**src/hdl/tlvf_pkg.sv**
```systemverilog
// tlvf_pkg: shared types and constants for the TLV option finder.
// Used by tlvf_parser, tlvf_out_queue and tlv_option_finder; no dependencies.
`default_nettype none

package tlvf_pkg;

    localparam int TLVF_MAX_AREA_BYTES = 65536;

    localparam int TLVF_CFG_IDX_W = 2;

    // Configuration register indexes
    localparam logic [TLVF_CFG_IDX_W-1:0] CFG_SEARCH_CODE = 2'd0;
    localparam logic [TLVF_CFG_IDX_W-1:0] CFG_MIN_SIZE    = 2'd1;

    typedef struct packed {
        logic [7:0] data_byte;
        logic       last_byte;
    } tlvf_item_t;

    typedef struct packed {
        logic        found;
        logic [15:0] start_offset;
        logic [15:0] body_length;
    } tlvf_result_t;

    typedef struct packed {
        logic [15:0] search_code;
        logic [15:0] min_size;
    } tlvf_cfg_t;

endpackage

`default_nettype wire

```
**src/hdl/tlvf_parser.sv**
```systemverilog
// tlvf_parser: per-byte option chain walker and match detector.
// Depends on tlvf_pkg (item, result and config types).
`default_nettype none

module tlvf_parser
    import tlvf_pkg::*;
#(
    parameter int MAX_AREA_BYTES = TLVF_MAX_AREA_BYTES
)
(
    input  wire logic         clk,
    input  wire logic         rst_n,
    input  wire logic         item_take,
    input  wire tlvf_item_t   item,
    input  wire tlvf_cfg_t    cfg,
    output logic              res_valid,
    output tlvf_result_t      res
);

    localparam int POS_W = $clog2(MAX_AREA_BYTES + 1);
    localparam logic [POS_W-1:0] POS_MAX = POS_W'(MAX_AREA_BYTES);

    logic [1:0]       hdr_cnt_reg,   hdr_cnt_next;
    logic [31:0]      hdr_shift_reg, hdr_shift_next;
    logic [15:0]      body_rem_reg,  body_rem_next;
    logic [POS_W-1:0] pos_reg,       pos_next;
    logic [15:0]      opt_start_reg, opt_start_next;
    logic             pending_reg,   pending_next;
    logic             given_reg,     given_next;
    logic             overflow_reg,  overflow_next;

    logic             hit;
    logic [15:0]      hdr_code;
    logic [15:0]      hdr_len;

    assign hdr_code = hdr_shift_reg[23:8];
    assign hdr_len  = {hdr_shift_reg[7:0], item.data_byte};

    always_comb
    begin
        hdr_cnt_next   = hdr_cnt_reg;
        hdr_shift_next = hdr_shift_reg;
        body_rem_next  = body_rem_reg;
        pos_next       = pos_reg;
        opt_start_next = opt_start_reg;
        pending_next   = pending_reg;
        given_next     = given_reg;
        overflow_next  = overflow_reg;
        hit            = 1'b0;
        res_valid      = 1'b0;
        res            = '0;

        if (!given_reg && !overflow_reg)
        begin
            if (pos_reg == POS_MAX)
            begin
                overflow_next = 1'b1;
            end
            else if (body_rem_reg != 16'd0)
            begin
                body_rem_next = body_rem_reg - 16'd1;
                if (body_rem_reg == 16'd1 && pending_reg)
                    hit = 1'b1;
            end
            else
            begin
                if (hdr_cnt_reg == 2'd0)
                    opt_start_next = 16'(pos_reg);
                hdr_shift_next = {hdr_shift_reg[23:0], item.data_byte};
                if (hdr_cnt_reg == 2'd3)
                begin
                    // fourth header byte: code and length complete
                    hdr_cnt_next  = 2'd0;
                    pending_next  = (hdr_code == cfg.search_code) &&
                                    (hdr_len >= cfg.min_size);
                    body_rem_next = hdr_len;
                    if (hdr_len == 16'd0 && pending_next)
                        hit = 1'b1;
                end
                else
                begin
                    hdr_cnt_next = hdr_cnt_reg + 2'd1;
                end
            end
        end

        if (pos_reg != POS_MAX)
            pos_next = pos_reg + POS_W'(1);

        if (hit)
        begin
            res_valid        = 1'b1;
            res.found        = 1'b1;
            res.start_offset = opt_start_next;
            res.body_length  = hdr_shift_next[15:0];
            given_next       = 1'b1;
            pending_next     = 1'b0;
        end
        else if (item.last_byte && !given_reg)
        begin
            res_valid = 1'b1;   // not found: all fields zero
        end

        if (item.last_byte)
        begin
            hdr_cnt_next   = '0;
            hdr_shift_next = '0;
            body_rem_next  = '0;
            pos_next       = '0;
            opt_start_next = '0;
            pending_next   = 1'b0;
            given_next     = 1'b0;
            overflow_next  = 1'b0;
        end
    end

    always_ff @(posedge clk or negedge rst_n)
    begin
        if (!rst_n)
        begin
            hdr_cnt_reg   <= '0;
            hdr_shift_reg <= '0;
            body_rem_reg  <= '0;
            pos_reg       <= '0;
            opt_start_reg <= '0;
            pending_reg   <= 1'b0;
            given_reg     <= 1'b0;
            overflow_reg  <= 1'b0;
        end
        else if (item_take)
        begin
            hdr_cnt_reg   <= hdr_cnt_next;
            hdr_shift_reg <= hdr_shift_next;
            body_rem_reg  <= body_rem_next;
            pos_reg       <= pos_next;
            opt_start_reg <= opt_start_next;
            pending_reg   <= pending_next;
            given_reg     <= given_next;
            overflow_reg  <= overflow_next;
        end
    end

    // the last byte of an area always restarts the walk
    a_last_clears: assert property (@(posedge clk) disable iff (!rst_n)
        item_take && item.last_byte |=> pos_reg == '0 && !given_reg)
        else $error("area state not cleared after last byte");

    // at most one found result per area
    a_single_found: assert property (@(posedge clk) disable iff (!rst_n)
        item_take && res_valid && res.found |-> !given_reg)
        else $error("second found result in one area");

    // a header is never being collected while a body is still running
    a_hdr_body: assert property (@(posedge clk) disable iff (!rst_n)
        body_rem_reg != 16'd0 |-> hdr_cnt_reg == 2'd0)
        else $error("header bytes counted inside a body");

endmodule

`default_nettype wire

```
**src/hdl/tlvf_out_queue.sv**
```systemverilog
// tlvf_out_queue: two-entry result queue decoupling the parser from the
// downstream stall. Depends on tlvf_pkg (result type).
`default_nettype none

module tlvf_out_queue
    import tlvf_pkg::*;
(
    input  wire logic          clk,
    input  wire logic          rst_n,
    input  wire logic          push,
    input  wire tlvf_result_t  push_data,
    output logic               full,
    output logic               out_valid,
    input  wire logic          out_stall,
    output tlvf_result_t       out_item
);

    tlvf_result_t entry_reg [2];
    logic         wr_ptr_reg;
    logic         rd_ptr_reg;
    logic [1:0]   count_reg, count_next;
    logic         pop;

    assign full      = (count_reg == 2'd2);
    assign out_valid = (count_reg != 2'd0);
    assign out_item  = entry_reg[rd_ptr_reg];
    assign pop       = out_valid && !out_stall;

    always_comb
    begin
        count_next = count_reg;
        if (push && !pop)
            count_next = count_reg + 2'd1;
        else if (pop && !push)
            count_next = count_reg - 2'd1;
    end

    always_ff @(posedge clk or negedge rst_n)
    begin
        if (!rst_n)
        begin
            wr_ptr_reg <= 1'b0;
            rd_ptr_reg <= 1'b0;
            count_reg  <= '0;
        end
        else
        begin
            if (push)
                wr_ptr_reg <= ~wr_ptr_reg;
            if (pop)
                rd_ptr_reg <= ~rd_ptr_reg;
            count_reg <= count_next;
        end
    end

    always_ff @(posedge clk)
    begin
        if (push)
            entry_reg[wr_ptr_reg] <= push_data;
    end

    a_no_overfill: assert property (@(posedge clk) disable iff (!rst_n)
        !(push && full))
        else $error("result pushed into full queue");

    a_count_range: assert property (@(posedge clk) disable iff (!rst_n)
        count_reg != 2'd3)
        else $error("queue count out of range");

    a_ptr_track: assert property (@(posedge clk) disable iff (!rst_n)
        (count_reg == 2'd0 || count_reg == 2'd2) |-> wr_ptr_reg == rd_ptr_reg)
        else $error("queue pointers disagree with count");

endmodule

`default_nettype wire

```
**src/hdl/tlv_option_finder.sv**
```systemverilog
// tlv_option_finder: top level of the streaming TLV option search.
// Depends on tlvf_pkg, tlvf_parser and tlvf_out_queue.
`default_nettype none

// The block takes an option area one byte per transaction on the input
// channel, with last_byte set on the final byte. Options are a 16-bit
// big-endian code, a 16-bit length and a body. The first option whose code
// equals search_code and whose length is at least min_size is reported as
// found, with its header offset and length, on the transaction that
// completes its body (a zero-length match on its fourth header byte).
// Otherwise the area's last byte reports not found with zero fields.
// Exactly one result per area. Each byte is handled by the parser, whose
// state registers update on acceptance, so one byte per clock is taken
// while in_stall is low; a result is written into the output queue by
// the byte that caused it. Results go through a two-entry queue, so input
// keeps flowing while one result waits; in_stall rises only when both
// entries hold results. Bytes at offset MAX_AREA_BYTES or beyond stop the
// search. Configuration writes (cfg_ready is always high) should be made
// between areas; the header compare uses the values current at the fourth
// header byte.

module tlv_option_finder
    import tlvf_pkg::*;
#(
    parameter int MAX_AREA_BYTES = TLVF_MAX_AREA_BYTES
)
(
    input  wire logic                      clk,
    input  wire logic                      rst_n,
    // input byte channel
    input  wire logic                      in_valid,
    output logic                           in_stall,
    input  wire tlvf_item_t                in_item,
    // result channel
    output logic                           out_valid,
    input  wire logic                      out_stall,
    output tlvf_result_t                   out_item,
    // configuration write channel
    input  wire logic                      cfg_valid,
    output logic                           cfg_ready,
    input  wire logic [TLVF_CFG_IDX_W-1:0] cfg_index,
    input  wire logic [15:0]               cfg_data
);

    tlvf_cfg_t    cfg_reg;
    logic         item_take;
    logic         res_valid;
    tlvf_result_t res;
    logic         queue_full;

    assign cfg_ready = 1'b1;

    // Register writes; unknown indexes are dropped.
    always_ff @(posedge clk or negedge rst_n)
    begin
        if (!rst_n)
        begin
            cfg_reg <= '0;
        end
        else if (cfg_valid && cfg_ready)
        begin
            unique case (cfg_index)
                CFG_SEARCH_CODE: cfg_reg.search_code <= cfg_data;
                CFG_MIN_SIZE:    cfg_reg.min_size    <= cfg_data;
                default:         ;
            endcase
        end
    end

    // Stall only when no room is left for a possible result.
    assign in_stall  = queue_full;
    assign item_take = in_valid && !in_stall;

    tlvf_parser #(
        .MAX_AREA_BYTES (MAX_AREA_BYTES)
    ) u_parser (
        .clk       (clk),
        .rst_n     (rst_n),
        .item_take (item_take),
        .item      (in_item),
        .cfg       (cfg_reg),
        .res_valid (res_valid),
        .res       (res)
    );

    tlvf_out_queue u_out_queue (
        .clk       (clk),
        .rst_n     (rst_n),
        .push      (item_take && res_valid),
        .push_data (res),
        .full      (queue_full),
        .out_valid (out_valid),
        .out_stall (out_stall),
        .out_item  (out_item)
    );

endmodule

`default_nettype wire
```
**config.mk**
```make
export PLATFORM = sky130hd
export DESIGN_NAME = tlv_option_finder
export DESIGN_NICKNAME = d
export VERILOG_FILES = /design/src/hdl/tlvf_pkg.sv /design/src/hdl/tlvf_parser.sv /design/src/hdl/tlvf_out_queue.sv /design/src/hdl/tlv_option_finder.sv
export SDC_FILE = /design/constraint.sdc
export NUM_CORES = 1
export LEC_CHECK = 0
export ABC_CLOCK_PERIOD_IN_PS = 6050
export BUFFER_PORTS_ARGS = -buffer_cell sky130_fd_sc_hd__buf_2
export CORE_MARGIN = 3
export CORE_UTILIZATION = 60
export CTS_CLUSTER_DIAMETER = 200
export DETAILED_ROUTE_END_ITERATION = 12
export PLACE_DENSITY = 0.77
export SKIP_CTS_REPAIR_TIMING = 1
export SYNTH_ARGS = -nofsm -noshare
export SYNTH_HDL_FRONTEND = slang
export SYNTH_SLANG_ARGS = --single-unit
```
**constraint.sdc**
```tcl
create_clock -name clk -period 6.05 [get_ports clk]
set_input_delay 1.815 -clock clk [delete_from_list [all_inputs] [get_ports clk]]
set_output_delay 1.815 -clock clk [all_outputs]
set_load 0.005 [all_outputs]
```
==> impl_results.html, run 1 <==
<table>
<tr><th>Metric</th><th>Value</th></tr>
<tr><th colspan="2">STA</th></tr>
<tr><td>Setup slack of the critical path after layout</td><td>1.85 ns</td></tr>
<tr><td>Achievable clock frequency</td><td>238 MHz</td></tr>
<tr><td>Final Critical Period</td><td>4.20 ns</td></tr>
<tr><td>Setup repair after global routing missed its margin</td><td>no</td></tr>
<tr><td>Final number of hold-violating endpoints</td><td>0</td></tr>
<tr><td>Count of final setup violators</td><td>0</td></tr>
<tr><td>Max-slew violation count</td><td>0</td></tr>
<tr><td>Final Cycle Share</td><td>69.5%</td></tr>
<tr><td>Remaining max-slew budget at the tightest pin</td><td>10.1%</td></tr>
<tr><td>Sum of negative setup slack</td><td>0 ns</td></tr>
<tr><td>Least-Margin Pin Slew</td><td>1.34 ns</td></tr>
<tr><td>Final worst clock skew</td><td>0.00701 ns</td></tr>
<tr><th colspan="2">GRT</th></tr>
<tr><td>Number of global-route vias before repair</td><td>6362</td></tr>
<tr><td>Global-route wire length before repair</td><td>33.9 mm</td></tr>
<tr><td>Total track usage</td><td>26.3%</td></tr>
<tr><td>GR Overflow Total</td><td>0</td></tr>
<tr><td>Initial antenna violation count</td><td>0</td></tr>
<tr><td>Pin count of the biggest net entering global routing</td><td>78</td></tr>
<tr><th colspan="2">Drt</th></tr>
<tr><td>Router iterations before antenna repair</td><td>5</td></tr>
<tr><td>Drt via density</td><td>6.39</td></tr>
<tr><td>Number of design-rule violations left by the first detailed-router iteration</td><td>760</td></tr>
<tr><td>Total number of vias</td><td>6484</td></tr>
<tr><td>DRC violations left</td><td>0</td></tr>
<tr><td>Routed len/inst</td><td>20.5 um</td></tr>
<tr><td>Count of antenna-violating nets left after detailed routing</td><td>0</td></tr>
<tr><td>Detailed-route wire length</td><td>20.8 mm</td></tr>
<tr><th colspan="2">Worst setup path</th></tr>
<tr><td>Critical path capture point type</td><td>flop</td></tr>
<tr><td>Worst r2r src</td><td>u_parser.body_rem_reg[0]</td></tr>
<tr><td>Critical path startpoint</td><td>in_item[1]</td></tr>
<tr><td>Cell family with the largest share of critical-path delay</td><td>compound AO/OA/AOI/OAI gates</td></tr>
<tr><td>Critical path arrival</td><td>4.56 ns</td></tr>
<tr><td>Worst-path maximum fanout</td><td>36</td></tr>
<tr><td>CP Cell Sequence</td><td>buf_2 &gt; inv_1 &gt; ha_1 &gt; nand2b_1 &gt; a2111o_1 &gt; a32oi_1 &gt; o211ai_1 &gt; a21boi_2 &gt; buf_4 &gt; a21oi_1 &gt; ha_1 &gt; xor2_1 &gt; nor2_1 &gt; xor2_1</td></tr>
<tr><td>Crit-path slowest cell</td><td>sky130_fd_sc_hd__a2111o_1</td></tr>
<tr><td>Data required time at the worst endpoint</td><td>6.40 ns</td></tr>
<tr><td>Type of origin of the critical path</td><td>input pin</td></tr>
<tr><td>Buffers and inverters on the worst path</td><td>3</td></tr>
<tr><td>Category of the critical setup timing path</td><td>input pin to flop</td></tr>
<tr><td>Largest incremental delay on the critical path</td><td>0.42 ns</td></tr>
<tr><th colspan="2">Place</th></tr>
<tr><td>Weighted congestion reported at the end of routability-driven placement</td><td>0.938</td></tr>
<tr><td>Minimum setup slack after placement</td><td>1.44 ns</td></tr>
<tr><td>Port bufs</td><td>66</td></tr>
<tr><td>Placed cell count</td><td>983</td></tr>
<tr><td>DP HPWL</td><td>14.4 mm</td></tr>
<tr><th colspan="2">Clocking</th></tr>
<tr><td>Clk buf depth</td><td>2</td></tr>
<tr><td>Clock latency on the worst-skew pair</td><td>0.43 ns</td></tr>
<tr><td>Clock-pin slew on the worst setup and hold paths</td><td>0.07 ns</td></tr>
<tr><td>H-tree lvl count</td><td>4</td></tr>
<tr><td>Number of buffers inserted during clock tree synthesis</td><td>17</td></tr>
<tr><td>CTS Sinks</td><td>180</td></tr>
<tr><td>CTS tree</td><td>yes</td></tr>
<tr><td>Root buffer cell</td><td>sky130_fd_sc_hd__clkbuf_16</td></tr>
<tr><th colspan="2">Hold path</th></tr>
<tr><td>Start point of the worst min-delay path</td><td>u_parser.body_rem_reg[12]</td></tr>
<tr><td>Min-delay worst type</td><td>flop to flop</td></tr>
<tr><th colspan="2">Synth</th></tr>
<tr><td>Average size of a mapped cell</td><td>11.5 sq um</td></tr>
<tr><td>Count of state elements after synthesis</td><td>180</td></tr>
<tr><td>Number of distinct library cells after synthesis</td><td>65</td></tr>
<tr><td>Synthesized netlist net count</td><td>825</td></tr>
<tr><td>Post-synthesis instance total</td><td>770</td></tr>
<tr><td>Synthesis Warnings</td><td>0</td></tr>
<tr><td>Total standard cell area after synthesis</td><td>8890 sq um</td></tr>
<tr><td>EDFF count, synth</td><td>66</td></tr>
<tr><td>Part of the Yosys area used for sequential elements</td><td>54.4%</td></tr>
<tr><td>Share of flip-flops with an asynchronous set or reset after synthesis</td><td>63.3%</td></tr>
<tr><td>Most used flip-flop cell after synthesis</td><td>sky130_fd_sc_hd__dfrtp_1</td></tr>
<tr><th colspan="2">Pwr</th></tr>
<tr><td>Leakage power</td><td>4.16 nW</td></tr>
<tr><td>Maximum VDD drop</td><td>0.000266 V</td></tr>
<tr><td>Power per unit of standard cell area</td><td>411 nW/um^2</td></tr>
<tr><td>Post-route total power</td><td>0.00407 W</td></tr>
<tr><th colspan="2">Floorplanning</th></tr>
<tr><td>Standard cell core area</td><td>14200 sq um</td></tr>
<tr><td>Row count</td><td>43</td></tr>
<tr><td>Die width</td><td>128 um</td></tr>
<tr><td>Initial core utilization</td><td>62.6%</td></tr>
<tr><td>Chip Height</td><td>128 um</td></tr>
<tr><td>I/O pin cnt</td><td>68</td></tr>
<tr><td>Full die area</td><td>16300 sq um</td></tr>
<tr><th colspan="2">Finish</th></tr>
<tr><td>Layout overhead on the synthesized area</td><td>11.5%</td></tr>
<tr><td>Largest register FFs</td><td>66</td></tr>
<tr><td>Leading cell type in the layout, fill and taps excluded</td><td>sky130_fd_sc_hd__dfrtp_1</td></tr>
<tr><td># diodes</td><td>0</td></tr>
<tr><td>Fraction of layout cells with a size suffix above 1</td><td>22.8%</td></tr>
<tr><td>Number of inserted filler cells in the final layout</td><td>988</td></tr>
<tr><td>Commonest cells after routing, fill and taps aside</td><td>sky130_fd_sc_hd__dfrtp_1 (114), sky130_fd_sc_hd__mux2_2 (66), sky130_fd_sc_hd__edfxtp_1 (66)</td></tr>
<tr><td>Net count of the finished layout</td><td>877</td></tr>
<tr><td>Number of non-filler instances in the completed layout</td><td>1015</td></tr>
<tr><th colspan="2">Job</th></tr>
<tr><td>Max Cap Viol</td><td>0</td></tr>
<tr><th colspan="2">Status</th></tr>
<tr><td>Run status</td><td>complete, no violations</td></tr>
</table>
## final timing paths
| kind | end | slack (ns) | cells past startpoint |
|---|---|---|---|
| worst max-delay path | u_out_queue.count_reg[1] | 1.85 | 14 |
| worst min-delay path | u_parser.body_rem_reg[12] | 0.49 | 1 |
| worst max register to register | u_parser.opt_start_reg[3] | 2.00 | 7 |
| worst min register to register | u_parser.body_rem_reg[12] | 0.49 | 1 |
| max in group asynchronous | cfg_reg[13] | 3.43 | 2 |
| min in group asynchronous | u_parser.pos_reg[16] | 1.53 | 1 |
## Yosys cell counts (19+ instances only)
library cell / number / area, sq um
sky130_fd_sc_hd__a21oi_1: 34 / 170
sky130_fd_sc_hd__a22o_1: 22 / 193
sky130_fd_sc_hd__a22oi_1: 22 / 165
sky130_fd_sc_hd__clkbuf_1: 24 / 90.1
sky130_fd_sc_hd__dfrtp_1: 114 / 2850
sky130_fd_sc_hd__edfxtp_1: 66 / 1980
sky130_fd_sc_hd__ha_1: 23 / 288
sky130_fd_sc_hd__inv_1: 34 / 128
sky130_fd_sc_hd__mux2_2: 66 / 743
sky130_fd_sc_hd__mux2i_1: 25 / 250
sky130_fd_sc_hd__nand2_1: 42 / 158
sky130_fd_sc_hd__nor2_1: 38 / 143
sky130_fd_sc_hd__nor3_1: 56 / 280
sky130_fd_sc_hd__o21ai_0: 46 / 230
sky130_fd_sc_hd__xnor2_1: 19 / 166
## area by class of cell
| cell class | instances | area [sq um] | area share [%] |
|---|---|---|---|
| multi-input cells | 515 | 3770 | 38.1 |
| repair buffers | 74 | 393 | 3.97 |
| clock inverters | 13 | 98.8 | 0.998 |
| clock buffers | 19 | 453 | 4.57 |
| well taps | 180 | 225 | 2.27 |
| flip-flops and latches | 180 | 4830 | 48.8 |
| inverters | 34 | 128 | 1.29 |
## logic make-up (layout without fill, tap and decap cells)
family / count (synthesis) / count (layout) / share of synthesized area, %
xor+xnor: 29 / 29 / 2.86
flops: 180 / 180 / 54.4
mux: 91 / 91 / 11.2
buf+inv: 75 / 140 / 3.56
fa+ha+maj: 23 / 23 / 3.24
other cells: 1 / 1 / 0.0422
compound gates: 170 / 170 / 13.1
simple gates: 201 / 201 / 11.6
## layer usage
metal | vias up | share of wire, % | routed length, um | global-route usage (%)
met5 | - | 0 | 0 | 0
met4 | 0 | 1.4 | 283 | 6.62
met3 | 21 | 6.7 | 1400 | 5.63
met2 | 258 | 46 | 9560 | 39.5
met1 | 3225 | 46 | 9560 | 39.5
li1 | 2980 | - | - | -
## worst reg2reg max path: stages, from the launching register on
cell and delay (ns):
sky130_fd_sc_hd__dfrtp_1 0.44, sky130_fd_sc_hd__inv_1 0.08, sky130_fd_sc_hd__ha_1 0.32, sky130_fd_sc_hd__nor3b_1 0.64, sky130_fd_sc_hd__nand3_2 0.87, sky130_fd_sc_hd__nor3_2 1.20, sky130_fd_sc_hd__a22oi_1 0.16, sky130_fd_sc_hd__o21ai_0 0.25
## where the power goes
part / switching, W / leakage (nW) / internal, W / total [W]
Combinational: 0.000785 / 1.79 / 0.000545 / 0.00133
Clock: 0.000478 / 0.262 / 0.000552 / 0.00103
Sequential: 0.000224 / 2.11 / 0.00148 / 0.00171
Total: 0.00149 / 4.16 / 0.00258 / 0.00407
## through the flow
step / utilization, % / hold WS, ns / instance area, sq um
after global routing: 69.7 / 0.516 / 9910
after global placement: 65.9 / 0.462 / 9360
after CTS: 69.7 / 0.492 / 9910
after floorplan: - / 0.451 / 8890
final: 69.7 / 0.493 / 9910
after detailed placement: 65.9 / 0.469 / 9360
Power figures use the tool's default switching activity.
==> inputs of run 2 (changes only) <==
--- a/config.mk
+++ b/config.mk
@@ -5,13 +5,13 @@
 export SDC_FILE = /design/constraint.sdc
 export NUM_CORES = 1
 export LEC_CHECK = 0
-export ABC_CLOCK_PERIOD_IN_PS = 6050
+export ABC_CLOCK_PERIOD_IN_PS = 3700
 export BUFFER_PORTS_ARGS = -buffer_cell sky130_fd_sc_hd__buf_2
 export CORE_MARGIN = 3
-export CORE_UTILIZATION = 60
+export CORE_UTILIZATION = 55
 export CTS_CLUSTER_DIAMETER = 200
 export DETAILED_ROUTE_END_ITERATION = 12
-export PLACE_DENSITY = 0.77
+export PLACE_DENSITY = 0.74
 export SKIP_CTS_REPAIR_TIMING = 1
 export SYNTH_ARGS = -nofsm -noshare
 export SYNTH_HDL_FRONTEND = slang
==> constraint.sdc (replaced) <==
create_clock -name clk -period 3.7 [get_ports clk]
set_input_delay 1.11 -clock clk [delete_from_list [all_inputs] [get_ports clk]]
set_output_delay 1.11 -clock clk [all_outputs]
set_load 0.005 [all_outputs]
==> run 2 against run 1 <==
- via count up 0.48%
- critical path depth down 6
- sequential power up 63%
- global-route usage down 2.0 points
- cell count up 4.5%
- clock skew about the same
==> impl_results.html, run 2 (synthesis gave the netlist of run 1 again) <==
<table>
<tr><th>Metric</th><th>Value</th></tr>
<tr><th colspan="2">STA</th></tr>
<tr><td>Setup repair after global routing missed its margin</td><td>no</td></tr>
<tr><td>Least-Margin Pin Slew</td><td>0.803 ns</td></tr>
<tr><td>Final Cycle Share</td><td>87.9%</td></tr>
<tr><td>Final number of hold-violating endpoints</td><td>0</td></tr>
<tr><td>Count of final setup violators</td><td>0</td></tr>
<tr><td>Setup slack of the critical path after layout</td><td>0.447 ns</td></tr>
<tr><td>Final worst clock skew</td><td>0.00713 ns</td></tr>
<tr><td>Final hold slack</td><td>0.499 ns</td></tr>
<tr><td>Max-slew violation count</td><td>0</td></tr>
<tr><td>Final Critical Period</td><td>3.25 ns</td></tr>
<tr><td>Achievable clock frequency</td><td>307 MHz</td></tr>
<tr><td>Remaining max-slew budget at the tightest pin</td><td>46.3%</td></tr>
<tr><th colspan="2">Drt</th></tr>
<tr><td>Count of antenna-violating nets left after detailed routing</td><td>0</td></tr>
<tr><td>Drt via density</td><td>6.14</td></tr>
<tr><td>Router iterations before antenna repair</td><td>6</td></tr>
<tr><td>DRC violations left</td><td>0</td></tr>
<tr><td>Routed len/inst</td><td>19.8 um</td></tr>
<tr><td>Total number of vias</td><td>6515</td></tr>
<tr><td>Detailed-route wire length</td><td>21.0 mm</td></tr>
<tr><td>Number of design-rule violations left by the first detailed-router iteration</td><td>640</td></tr>
<tr><th colspan="2">Clocking</th></tr>
<tr><td>Clk buf depth</td><td>2</td></tr>
<tr><td>CTS Sinks</td><td>180</td></tr>
<tr><td>CTS tree</td><td>yes</td></tr>
<tr><td>Clock latency on the worst-skew pair</td><td>0.43 ns</td></tr>
<tr><td>Root buffer cell</td><td>sky130_fd_sc_hd__clkbuf_16</td></tr>
<tr><td>Number of buffers inserted during clock tree synthesis</td><td>17</td></tr>
<tr><td>Clock-pin slew on the worst setup and hold paths</td><td>0.07 ns</td></tr>
<tr><td>H-tree lvl count</td><td>4</td></tr>
<tr><th colspan="2">Finish</th></tr>
<tr><td>Largest register FFs</td><td>66</td></tr>
<tr><td>Leading cell type in the layout, fill and taps excluded</td><td>sky130_fd_sc_hd__dfrtp_1</td></tr>
<tr><td>Number of inserted filler cells in the final layout</td><td>1127</td></tr>
<tr><td>Commonest cells after routing, fill and taps aside</td><td>sky130_fd_sc_hd__dfrtp_1 (114), sky130_fd_sc_hd__mux2_2 (66), sky130_fd_sc_hd__edfxtp_1 (66)</td></tr>
<tr><td># diodes</td><td>0</td></tr>
<tr><td>Fraction of layout cells with a size suffix above 1</td><td>23.9%</td></tr>
<tr><td>Net count of the finished layout</td><td>892</td></tr>
<tr><td>Layout overhead on the synthesized area</td><td>14.3%</td></tr>
<tr><td>End-of-flow core utilization</td><td>65.6%</td></tr>
<tr><td>Number of non-filler instances in the completed layout</td><td>1061</td></tr>
<tr><td>Total non-filler cell area in the finished layout</td><td>10200 sq um</td></tr>
<tr><th colspan="2">Floorplanning</th></tr>
<tr><td>Standard cell core area</td><td>15500 sq um</td></tr>
<tr><td>Chip Height</td><td>133 um</td></tr>
<tr><td>Row count</td><td>45</td></tr>
<tr><td>Die width</td><td>133 um</td></tr>
<tr><td>I/O pin cnt</td><td>68</td></tr>
<tr><td>Full die area</td><td>17700 sq um</td></tr>
<tr><td>Initial core utilization</td><td>57.4%</td></tr>
<tr><th colspan="2">Place</th></tr>
<tr><td>Placement-stage cell area</td><td>9560 sq um</td></tr>
<tr><td>Placed cell count</td><td>1029</td></tr>
<tr><td>DP HPWL</td><td>14.7 mm</td></tr>
<tr><td>Weighted congestion reported at the end of routability-driven placement</td><td>0.884</td></tr>
<tr><td>Minimum setup slack after placement</td><td>0.144 ns</td></tr>
<tr><td>Port bufs</td><td>66</td></tr>
<tr><th colspan="2">Worst setup path</th></tr>
<tr><td>Buffers and inverters on the worst path</td><td>2</td></tr>
<tr><td>Flop-to-flop setup slack</td><td>0.45 ns</td></tr>
<tr><td>Type of origin of the critical path</td><td>flop</td></tr>
<tr><td>Reg2Reg Capture Point</td><td>u_parser.opt_start_reg[2]</td></tr>
<tr><td>CP Cell Sequence</td><td>inv_1 &gt; ha_1 &gt; nor3b_1 &gt; nand3_2 &gt; nor3_2 &gt; buf_4 &gt; a22oi_1 &gt; o21ai_0</td></tr>
<tr><td>Critical path capture point type</td><td>flop</td></tr>
<tr><td>Capturing instance or port of the critical path</td><td>u_parser.opt_start_reg[2]</td></tr>
<tr><td>Critical path arrival</td><td>3.59 ns</td></tr>
<tr><td>Worst-path maximum fanout</td><td>18</td></tr>
<tr><td>Logic depth of the worst register-to-register path</td><td>8</td></tr>
<tr><td>Total number of cells along the worst setup path</td><td>8</td></tr>
<tr><td>Largest incremental delay on the critical path</td><td>0.65 ns</td></tr>
<tr><td>Worst r2r src</td><td>u_parser.body_rem_reg[1]</td></tr>
<tr><td>Category of the critical setup timing path</td><td>flop to flop</td></tr>
<tr><td>Crit-path slowest cell</td><td>sky130_fd_sc_hd__nor3_2</td></tr>
<tr><td>Critical path startpoint</td><td>u_parser.body_rem_reg[1]</td></tr>
<tr><td>Cell family with the largest share of critical-path delay</td><td>simple AND/OR/NAND/NOR gates</td></tr>
<tr><td>Data required time at the worst endpoint</td><td>4.04 ns</td></tr>
<tr><th colspan="2">GRT</th></tr>
<tr><td>Initial antenna violation count</td><td>0</td></tr>
<tr><td>Pin count of the biggest net entering global routing</td><td>49</td></tr>
<tr><td>Total track usage</td><td>24.3%</td></tr>
<tr><td>GR Overflow Total</td><td>0</td></tr>
<tr><td>Number of global-route vias before repair</td><td>6367</td></tr>
<tr><td>Global-route wire length before repair</td><td>34.3 mm</td></tr>
<tr><th colspan="2">Hold path</th></tr>
<tr><td>Instance count along the most critical hold path</td><td>1</td></tr>
<tr><td>Min-delay worst type</td><td>flop to flop</td></tr>
<tr><th colspan="2">Pwr</th></tr>
<tr><td>Power per unit of standard cell area</td><td>678 nW/um^2</td></tr>
<tr><td>Leakage power</td><td>4.28 nW</td></tr>
<tr><td>Maximum VDD drop</td><td>0.000437 V</td></tr>
<tr><th colspan="2">Status</th></tr>
<tr><td>Run status</td><td>complete, no violations</td></tr>
<tr><th colspan="2">Job</th></tr>
<tr><td>Max Cap Viol</td><td>0</td></tr>
</table>
==> run 2: changes by cell type in the layout (fill, tap and decap cells not counted), sizes merged <==
cell and delta:
buf +15, bufinv +3, clkbuf -1, clkinvlp -2
==> run 2: layout make-up <==
class | count | area [sq um] | share of cell area, %
Timing Repair Buffer | 89 | 556 | 5.47
Inverter | 34 | 128 | 1.26
Clock buffer | 18 | 429 | 4.22
Clock inverter | 14 | 176 | 1.74
Sequential cell | 180 | 4830 | 47.6
Tap cell | 211 | 264 | 2.60
Multi-Input combinational cell | 515 | 3770 | 37.1
==> run 2: how the worst min path moves through the flow <==
stage	end	from	slack, ns
global placement	u_out_queue.rd_ptr_reg	u_out_queue.rd_ptr_reg	0.46
CTS	u_parser.body_rem_reg[12]	u_parser.body_rem_reg[12]	0.49
floorplan	u_parser.body_rem_reg[12]	u_parser.body_rem_reg[12]	0.45
global route	cfg_reg[14]	cfg_reg[14]	0.51
finish	u_parser.body_rem_reg[12]	u_parser.body_rem_reg[12]	0.50
detailed placement	u_parser.body_rem_reg[12]	u_parser.body_rem_reg[12]	0.47
==> run 2: power by group <==
group | leakage [nW] | total [W] | switching, W | internal [W]
clock network | 0.289 | 0.00185 | 0.000782 | 0.00107
registers | 2.11 | 0.00278 | 0.000361 | 0.00242
logic | 1.88 | 0.00225 | 0.00130 | 0.000955
==> run 2: stage by stage <==
stage	TNS, ns	total power, W
4_1_cts	0	0.00690
2_1_floorplan	-23.88	0.00427
6_report	0	0.00689
3_5_place_dp	0	0.00504
5_1_grt	0	0.00728
3_3_place_gp	0	0.00495
==> run 2: layer usage <==
layer / part of all wire, % / track usage (%) / vias up
met2: 46 / 36.8 / 275
met3: 7.9 / 4.98 / 21
li1: - / - / 3002
met5: 0 / 0 / -
met4: 1.1 / 5.37 / 0
met1: 45 / 36.6 / 3217
==> run 2: worst reg2reg max path: stages, from the launching register on <==
cell                      delay (ns)
sky130_fd_sc_hd__dfrtp_1        0.40
sky130_fd_sc_hd__inv_1          0.11
sky130_fd_sc_hd__ha_1           0.31
sky130_fd_sc_hd__nor3b_1        0.63
sky130_fd_sc_hd__nand3_2        0.51
sky130_fd_sc_hd__nor3_2         0.65
sky130_fd_sc_hd__buf_4          0.28
sky130_fd_sc_hd__a22oi_1        0.08
sky130_fd_sc_hd__o21ai_0        0.20
